$ cat config.mk
export PLATFORM = sky130hd
export DESIGN_NAME = sync_length_xor_frame_receiver
export DESIGN_NICKNAME = d
export VERILOG_FILES = /design/src/slxfr_pkg.sv /design/src/slxfr_frame_fsm.sv /design/src/slxfr_out_reg.sv /design/src/sync_length_xor_frame_receiver.sv
export SDC_FILE = /design/constraint.sdc
export NUM_CORES = 1
export LEC_CHECK = 0
export ABC_AREA = 1
export BUFFER_PORTS_ARGS = -buffer_cell sky130_fd_sc_hd__buf_2
export CAP_MARGIN = 5
export CORE_ASPECT_RATIO = 0.75
export CORE_MARGIN = 2
export CORE_UTILIZATION = 50
export CTS_CLUSTER_SIZE = 28
export DETAILED_ROUTE_END_ITERATION = 10
export PLACE_DENSITY = 0.69
export SLEW_MARGIN = 20
export SYNTH_ARGS = -nofsm -noshare
export SYNTH_HDL_FRONTEND = slang
export SYNTH_SLANG_ARGS = --single-unit
$ cat constraint.sdc
create_clock -name clk -period 7.9 [get_ports clk]
set_input_delay 1.58 -clock clk [delete_from_list [all_inputs] [get_ports clk]]
set_output_delay 1.58 -clock clk [all_outputs]
set_load 0.01 [all_outputs]
$ cat src/slxfr_pkg.sv
// Package for the sync/length/XOR frame receiver.
// Holds the phase and result-kind types, sync constants and register indexes.
// No dependencies.
package slxfr_pkg;

	localparam logic [7:0] SYNC_FIRST  = 8'hBE;
	localparam logic [7:0] SYNC_SECOND = 8'hEF;

	localparam int CFG_INDEX_W = 8;
	localparam logic [CFG_INDEX_W-1:0] CFG_LEN_ID0 = 8'd0;
	localparam logic [CFG_INDEX_W-1:0] CFG_LEN_ID1 = 8'd1;

	localparam logic [7:0] CFG_LEN_RESET = 8'd1;

	typedef enum logic [2:0] {
		PH_HUNT,
		PH_SYNC2,
		PH_LEN,
		PH_ID,
		PH_BODY
	} phase_t;

	typedef enum logic [1:0] {
		KIND_PAYLOAD  = 2'd0,
		KIND_GOOD     = 2'd1,
		KIND_BAD      = 2'd2,
		KIND_MISMATCH = 2'd3
	} kind_t;

	typedef struct packed {
		kind_t      kind;
		logic [7:0] data_byte;
		logic [7:0] byte_index;
		logic [7:0] frame_id;
	} result_t;

	typedef struct packed {
		phase_t     phase;
		logic [7:0] frame_length;
		logic [7:0] bytes_seen;
	} fsm_status_t;

endpackage

$ cat src/slxfr_frame_fsm.sv
// Frame state machine: phase, length, byte count, running XOR and id registers.
// Consumes one byte per step and forms at most one result. Uses slxfr_pkg.
module slxfr_frame_fsm import slxfr_pkg::*; (
	input  logic        clk,
	input  logic        arst_n,
	input  logic        step,
	input  logic [7:0]  rx_byte,
	input  logic [7:0]  len_id0,
	input  logic [7:0]  len_id1,
	output logic        res_valid,
	output result_t     res,
	output fsm_status_t status
);

	phase_t     phase_q, phase_d;
	logic [7:0] frame_length_q, frame_length_d;
	logic [7:0] bytes_seen_q, bytes_seen_d;
	logic [7:0] running_xor_q, running_xor_d;
	logic [7:0] current_id_q, current_id_d;
	logic [7:0] selected_length_q, selected_length_d;

	always_ff @(posedge clk or negedge arst_n) begin
		if (!arst_n) begin
			phase_q           <= PH_HUNT;
			frame_length_q    <= 8'd0;
			bytes_seen_q      <= 8'd0;
			running_xor_q     <= 8'd0;
			current_id_q      <= 8'd0;
			selected_length_q <= 8'd0;
		end else begin
			phase_q           <= phase_d;
			frame_length_q    <= frame_length_d;
			bytes_seen_q      <= bytes_seen_d;
			running_xor_q     <= running_xor_d;
			current_id_q      <= current_id_d;
			selected_length_q <= selected_length_d;
		end
	end

	always_comb begin
		logic [7:0] sel;
		logic [7:0] x;
		phase_d           = phase_q;
		frame_length_d    = frame_length_q;
		bytes_seen_d      = bytes_seen_q;
		running_xor_d     = running_xor_q;
		current_id_d      = current_id_q;
		selected_length_d = selected_length_q;
		res_valid         = 1'b0;
		res.kind          = KIND_PAYLOAD;
		res.data_byte     = 8'd0;
		res.byte_index    = 8'd0;
		res.frame_id      = current_id_q;
		sel               = selected_length_q;
		x                 = running_xor_q ^ rx_byte;
		if (step) begin
			case (phase_q)
				PH_HUNT: begin
					if (rx_byte == SYNC_FIRST) begin
						phase_d = PH_SYNC2;
					end
				end
				PH_SYNC2: begin
					// A wrong second sync byte is dropped, not retried as a first sync.
					phase_d = (rx_byte == SYNC_SECOND) ? PH_LEN : PH_HUNT;
				end
				PH_LEN: begin
					frame_length_d = rx_byte;
					phase_d        = PH_ID;
				end
				PH_ID: begin
					// Unknown ids keep whatever length was selected last.
					if (rx_byte == 8'd0) begin
						sel = len_id0;
					end else if (rx_byte == 8'd1) begin
						sel = len_id1;
					end
					current_id_d      = rx_byte;
					selected_length_d = sel;
					res.frame_id      = rx_byte;
					if (frame_length_q != sel) begin
						phase_d   = PH_HUNT;
						res_valid = 1'b1;
						res.kind  = KIND_MISMATCH;
					end else if (frame_length_q == 8'd0) begin
						phase_d = PH_HUNT;
					end else begin
						running_xor_d = frame_length_q ^ rx_byte;
						bytes_seen_d  = 8'd1;
						phase_d       = PH_BODY;
						res_valid     = 1'b1;
						res.data_byte = rx_byte;
					end
				end
				PH_BODY: begin
					running_xor_d = x;
					res_valid     = 1'b1;
					if (bytes_seen_q < frame_length_q) begin
						bytes_seen_d   = bytes_seen_q + 8'd1;
						res.data_byte  = rx_byte;
						res.byte_index = bytes_seen_q;
					end else begin
						// This beat is the checksum byte.
						phase_d  = PH_HUNT;
						res.kind = (x == 8'd0) ? KIND_GOOD : KIND_BAD;
					end
				end
				default: begin
					phase_d = PH_HUNT;
				end
			endcase
		end
	end

	assign status.phase        = phase_q;
	assign status.frame_length = frame_length_q;
	assign status.bytes_seen   = bytes_seen_q;

endmodule

$ cat src/slxfr_out_reg.sv
// Result register of the frame receiver with valid/stall handshake.
// Tells the input stage when it may step. Uses slxfr_pkg.
module slxfr_out_reg import slxfr_pkg::*; (
	input  logic    clk,
	input  logic    arst_n,
	input  logic    step,
	input  logic    res_valid,
	input  result_t res,
	input  logic    out_stall,
	output logic    ready,
	output logic    out_valid,
	output result_t out_res
);

	logic    valid_q;
	result_t res_q;

	// The register can take a new beat when empty or when its beat leaves now.
	assign ready = !(valid_q && out_stall);

	always_ff @(posedge clk or negedge arst_n) begin
		if (!arst_n) begin
			valid_q <= 1'b0;
		end else if (ready) begin
			valid_q <= step && res_valid;
		end
	end

	always_ff @(posedge clk) begin
		if (ready && step && res_valid) begin
			res_q <= res;
		end
	end

	assign out_valid = valid_q;
	assign out_res   = res_q;

endmodule

$ cat src/sync_length_xor_frame_receiver.sv
// Top level of the sync/length/XOR frame receiver: input register, config
// registers, frame state machine and result register. Uses slxfr_pkg,
// slxfr_frame_fsm and slxfr_out_reg.
//
//   channel | direction | handshake            | payload
//   --------+-----------+----------------------+------------------------------------
//   in      | input     | in_valid / in_stall  | rx_byte
//   out     | output    | out_valid / out_stall| kind, data_byte, byte_index, frame_id
//   cfg     | input     | cfg_valid / cfg_ready| cfg_index, cfg_data
//
// One byte per cycle is sustained while the output does not stall; each byte passes from
// the input register through the state machine into the result register.
// Reset clears the phase, counters, id, selected length and both valid bits;
// the length registers reset to one. A stall on the output holds the result and
// the input register; the input side stalls only when its register is full too.
// cfg_ready is always high.
module sync_length_xor_frame_receiver import slxfr_pkg::*; (
	input  logic                   clk,
	input  logic                   arst_n,
	input  logic                   in_valid,
	output logic                   in_stall,
	input  logic [7:0]             rx_byte,
	output logic                   out_valid,
	input  logic                   out_stall,
	output logic [1:0]             kind,
	output logic [7:0]             data_byte,
	output logic [7:0]             byte_index,
	output logic [7:0]             frame_id,
	input  logic                   cfg_valid,
	output logic                   cfg_ready,
	input  logic [CFG_INDEX_W-1:0] cfg_index,
	input  logic [7:0]             cfg_data
);

	logic        valid_s1;
	logic [7:0]  byte_s1;
	logic [7:0]  len_id0_q;
	logic [7:0]  len_id1_q;
	logic        ready;
	logic        step;
	logic        accept;
	logic        res_valid;
	result_t     res;
	result_t     out_res;
	fsm_status_t status;

	assign cfg_ready = 1'b1;

	always_ff @(posedge clk or negedge arst_n) begin
		if (!arst_n) begin
			len_id0_q <= CFG_LEN_RESET;
			len_id1_q <= CFG_LEN_RESET;
		end else if (cfg_valid && cfg_ready) begin
			case (cfg_index)
				CFG_LEN_ID0: len_id0_q <= cfg_data;
				CFG_LEN_ID1: len_id1_q <= cfg_data;
				default: ;
			endcase
		end
	end

	assign step     = valid_s1 && ready;
	assign in_stall = valid_s1 && !ready;
	assign accept   = in_valid && !in_stall;

	always_ff @(posedge clk or negedge arst_n) begin
		if (!arst_n) begin
			valid_s1 <= 1'b0;
		end else begin
			valid_s1 <= accept || (valid_s1 && !step);
		end
	end

	always_ff @(posedge clk) begin
		if (accept) begin
			byte_s1 <= rx_byte;
		end
	end

	slxfr_frame_fsm u_fsm (
		.clk       (clk),
		.arst_n    (arst_n),
		.step      (step),
		.rx_byte   (byte_s1),
		.len_id0   (len_id0_q),
		.len_id1   (len_id1_q),
		.res_valid (res_valid),
		.res       (res),
		.status    (status)
	);

	slxfr_out_reg u_out (
		.clk       (clk),
		.arst_n    (arst_n),
		.step      (step),
		.res_valid (res_valid),
		.res       (res),
		.out_stall (out_stall),
		.ready     (ready),
		.out_valid (out_valid),
		.out_res   (out_res)
	);

	assign kind       = out_res.kind;
	assign data_byte  = out_res.data_byte;
	assign byte_index = out_res.byte_index;
	assign frame_id   = out_res.frame_id;

	// Inside a frame body the byte count stays between one and the frame length.
	a_body_count: assert property (@(posedge clk) disable iff (!arst_n)
		(status.phase == PH_BODY) |->
			(status.bytes_seen != 8'd0 && status.bytes_seen <= status.frame_length))
		else $error("byte count out of range in frame body");

	// An accepted beat lands in the input register on the next cycle.
	a_in_capture: assert property (@(posedge clk) disable iff (!arst_n)
		accept |=> (valid_s1 && byte_s1 == $past(rx_byte)))
		else $error("input beat not captured");

	// A held result register never steps the state machine.
	a_no_step_on_stall: assert property (@(posedge clk) disable iff (!arst_n)
		(out_valid && out_stall) |-> !step)
		else $error("state machine stepped while result register held");

endmodule
# Word level (Yosys, flattened, before mapping)
# Cells that the tools add are included.
[classes]
addsub = 1
n_lt_le_gt_ge = 1
eq_ne = 14
n_mux = 30
bitwise = 2
reduce_logical = 26
[ops]
columns = ["operator", "n"]
rows = [
  ["8-bit two-way mux", 13],
  ["8-bit logical NOT", 4],
  ["8-bit one-hot mux with 2 select lines", 2],
  ["10-bit one-hot mux with 2 select lines", 1],
  ["8-bit by 1-bit == test with 1-bit output, second input constant", 2],
  ["8-bit == test, second input constant", 2],
  ["16-bit two-way mux", 1],
  ["8-bit bitwise XOR", 2],
  ["3-bit one-hot mux with 5 select lines", 1],
  ["3-bit two-way mux", 4],
  ["8-bit by 1-bit adder with 8-bit output, second input constant", 1],
  ["1-bit logical AND", 8],
  ["8-bit < comparator", 1],
  ["2-bit two-way mux", 4],
  ["8-bit != test", 1],
  ["2-bit AND reduction", 4],
  ["3-bit by 2-bit == test with 1-bit output, second input constant", 2],
  ["2-bit != test, second input constant", 3],
  ["3-bit AND reduction", 2],
  ["5-bit AND reduction", 1],
  ["2-bit by 1-bit != test with 1-bit output, second input constant", 2],
  ["4-bit AND reduction", 1],
  ["3-bit by 1-bit == test with 1-bit output, second input constant", 1],
  ["3-bit == test, second input constant", 1],
  ["other kinds (6)", 10],
]
[totals]
register_bits = 95
input_bits = 29
out_inout_bits = 29
elab_cells = 89

# Depth between registers and ports, before layout
[logic_depth]
ltp_word = 10
depth_mapped = 17
depth_no_buf = 16

# By module
# From an unflattened synthesis, not the netlist that was laid out.
[unflattened]
cells_unflattened = 552
hier_area_um2 = 4964.8
[modules_own_cells]
columns = ["mod", "instances", "cells_per_inst", "area_per_inst_um2", "seq_area_each_um2"]
rows = [
  ["slxfr_frame_fsm", 1, 420, 3100.5, 1076.0],
  ["sync_length_xor_frame_receiver", 1, 100, 1034.7, 668.1],
  ["slxfr_out_reg", 1, 32, 829.5, 805.8],
]

# Worst setup path before layout
# OpenSTA, ideal clock, no wires.
[synth_path]
path_type = "input to output"
startpoint = "input port out_stall"
endpoint = "output port in_stall"
t_arrival_ns = 1.764
t_required_ns = 6.320
path_slack_ns = 4.556
stages = 2
path_buffers = 0
path_cell_list = "nand3_1 > inv_1"
[synth_via]
elab_chain_len = 2
[synth_lines]
columns = ["element", "line", "source"]
rows = [
  ["start: declaration", "sync_length_xor_frame_receiver.sv:24", "input logic out_stall,"],
  ["1-bit logical AND", "slxfr_out_reg.sv:19", "assign ready = !(valid_q && out_stall);"],
  ["1-bit logical AND", "sync_length_xor_frame_receiver.sv:63", "assign in_stall = valid_s1 && !ready;"],
  ["end: declaration", "sync_length_xor_frame_receiver.sv:21", "output logic in_stall,"],
]
# Every way passes these cells.

# Worst setup path after layout
# Ends and elaborated chain as after synthesis.

==> key figures <==
Clocking
  • Reg clk slew, reported paths: 0.07 ns
  • CTS root buf: clkbuf_16
  • CTS max path bufs: 2
  • CTS tree: built
  • Clock Sinks: 95
  • Total clock buffers created by CTS: 9
  • Post-cts resize count: 0
  • Clock H-tree levels: 3
  • Clock Latency Late Sink: 0.34 ns
  • Hold_buf cts: 0
  • Postcts setup bufs: 0

Drt
  • DR iter-0 viols: 332
  • WL final: 10.7 mm
  • Routed via count: 3951
  • First-pass DRT Iterations: 5
  • Avg WL per Cell: 14.3 um
  • Antenna Nets Post-Route: 0
  • DRC violation count after routing: 0
  • Drt via density: 5.28

Timing
  • RSZ-0062 raised after global routing: no
  • Layout Skew: 0.00770 ns
  • Actual slew at the worst max-slew pin: 1.01 ns
  • Tcrit/Tclk final: 44.7%
  • Final critical-path required period: 3.53 ns
  • Setup_tns: 0 ns
  • Max Clk Rate: 283 MHz
  • Final Max Tran Viols: 0
  • Max-slew headroom: 32.5%
  • Setup violators final: 0
  • Final hold viol count: 0

Place
  • HPWL after DPL: 7.52 mm
  • Placement-stage cell area: 0.00517 mm2
  • Final GP Congestion: 0.898
  • I/O Buffers: 56

Yosys
  • Async set-reset flop share out of synthesis: 64.2%
  • Synthesized Nets: 601
  • Avg Cell Area, Syn: 8.53 um2
  • Most frequent cell after synthesis: nand2_1
  • Register area share after synthesis: 53.0%
  • Ranking of synthesized cells by area: dfrtp_1 (31%), edfxtp_1 (21%), nand2_1 (13%), o21ai_0 (5.5%), inv_1 (4.9%)
  • Cells after Synth: 564
  • #FFs+latches synth: 95
  • Ys Warns: 0
  • Area leader, netlist: dfrtp_1
  • Synth top area share: 30.7%
  • Synth top cells by count: nand2_1 (162), inv_1 (63), dfrtp_1 (59)
  • Top FF cell, synth: dfrtp_1
  • Unique masters post-synth: 35
  • Cell area after synthesis: 0.00481 mm2
  • Post-synth EDFFs: 34

Setup path
  • Crit path cell chain: buf_2, nand3_1, inv_1, buf_2
  • Setup slack, reg-to-reg: 4.51 ns
  • CP Data Required Time: 6.32 ns
  • Worst reg-to-reg path cell count: 15
  • RR Endpoint: u_out.out_res[12]
  • Worst EP arrival: 1.95 ns
  • Slowest-stage cell, CP: buf_2
  • Setup CP Type: input pin to output port
  • CP startpoint kind: input pin
  • Cell mode on critical path: buf_2
  • Crit Reg-Reg Startpoint: byte_s1[1]
  • Max Fanout on Critical Path: 3
  • Crit-path max cell delay: 0.13 ns
  • CP endpoint kind: output port

GRT
  • First-pass GRT wire length: 17.8 mm
  • Initial antenna violation count: 0
  • Maximum number of pins on one net before global-route repair: 62
  • Grt met1 use: 32.5%
  • Most used routing layer: met2
  • Global-route usage over all layers: 22.5%
  • Grt met3 use: 4.54%
  • Vias in the first global route: 3636
  • Total grt overflow: 0
  • Routing usage on met2: 34.9%

Floorplan
  • Die height: 89.0 um
  • Initial Utilization: 52.3%
  • Ports: 58
  • Die Wd: 117 um
  • Die area: 0.0104 mm2
  • Core footprint: 0.00920 mm2
  • Standard-cell row count: 30

Final layout
  • Fraction of layout instances using a drive strength above 1: 16.9%
  • Fill cells: 798
  • # diodes: 0
  • Final instance area: 0.00546 mm2
  • Area grow syn2layout: 13.3%
  • Fin nets: 653

Job
  • Max Cap Violations: 0

Power and ir drop
  • Peak supply drop: 0.157 mV
  • Pwr/cell area: 254 mW/mm2
  • Leak Pwr: 0.00257 uW

Hold path
  • Worst Min Path Start: len_id1_q[5]
  • Hold Path End: len_id1_q[5]
  • Hold crit path type: register to register
  • WHS Path Cells: 2

Run status
  • Status: complete, no violations
-- stage by stage --
step | setup WS [ns] | std cells | utilization (%) | total power [uW] | hold slack, ns
after global routing | 4.15 | 749 | 59.3 | 1480 | 0.508
after detailed placement | 4.34 | 733 | 56.2 | 977 | 0.469
final | 4.37 | 749 | 59.3 | 1390 | 0.490
after global placement | 4.37 | 733 | 56.2 | 965 | 0.470
after floorplan | 4.56 | 564 | - | 884 | 0.444
after CTS | 4.36 | 749 | 59.3 | 1390 | 0.486
-- layer usage --
metal	part of all wire (%)	routed length [um]	up-vias
met2	45	4770	135
met3	6.3	669	11
li1	-	-	1952
met1	48	5140	1853
met4	1.1	117	0
met5	0	0	-
-- critical path, delay by kind of cell --
kind / cells / cell delay [ns]
simple gates: 1 / 0.09
buf+inv: 3 / 0.29
-- placed cells by master (no fill, tap or decap), types with 2 or more instances in the layout --
master,synthesis,final
inv_6,0,2
inv_2,7,7
dfrtp_1,59,59
nand2_1,162,162
nor4_1,4,4
xor2_1,7,7
clkbuf_16,0,9
buf_4,2,2
nand3_4,2,2
clkinv_2,1,3
nand2_2,3,3
buf_2,2,56
nor2_1,29,29
inv_1,63,63
nor2_2,10,10
dfstp_2,2,2
edfxtp_1,34,34
a21oi_1,13,13
nand3b_1,5,5
nand4_1,22,22
nor3_1,6,6
nand3_1,46,46
ha_1,8,8
o21ai_0,53,53
-- state kept, by name, summed over array words and instances, names as in the netlist --
signal / flops
u_fsm.bytes_seen_q: 8
u_out.out_res: 26
u_fsm.running_xor_q: 8
u_out.out_valid: 1
len_id1_q: 8
u_fsm.phase_q: 3
u_fsm.frame_length_q: 8
u_fsm.selected_length_q: 8
byte_s1: 8
valid_s1: 1
len_id0_q: 8
u_fsm.current_id_q: 8
-- kinds of logic (layout without fill, tap and decap cells) --
| family | after synthesis | after routing | synth area share [%] |
|---|---|---|---|
| xor gates and xnor gates | 8 | 8 | 1.46 |
| AOI/OAI and AO/OA | 68 | 68 | 7.17 |
| and+or+nand+nor | 296 | 296 | 28.7 |
| DFF | 95 | 95 | 53.0 |
| other | 1 | 1 | 0.0779 |
| adders and majority gates | 8 | 8 | 2.08 |
| buffers and inverters | 88 | 145 | 7.56 |
-- worst max path at each step --
stage,to,cells after the start,startpoint
2_1_floorplan,in_stall,2,out_stall
3_3_place_gp,in_stall,4,out_stall
3_5_place_dp,u_out.out_res[4],6,out_stall
4_1_cts,in_stall,4,out_stall
5_1_grt,u_out.out_res[11],15,byte_s1[1]
6_report,in_stall,4,out_stall
-- power by group --
group          internal, uW  total, uW  switching (uW)  leakage (uW)
Clock                   224        411             188      0.000139
Sequential              598        661            62.6       0.00113
Combinational           115        315             200       0.00130
-- cell type report --
cell class | instances | area [um2] | area share [%]
inverter | 71 | 268 | 4.91
multi-input combinational | 381 | 1900 | 34.8
timing repair buffer | 58 | 295 | 5.41
sequential | 95 | 2550 | 46.7
tap | 128 | 160 | 2.94
clock inverter | 6 | 43.8 | 0.803
clock buffer | 10 | 239 | 4.38
No activity file was read; power rests on OpenSTA's default activity.
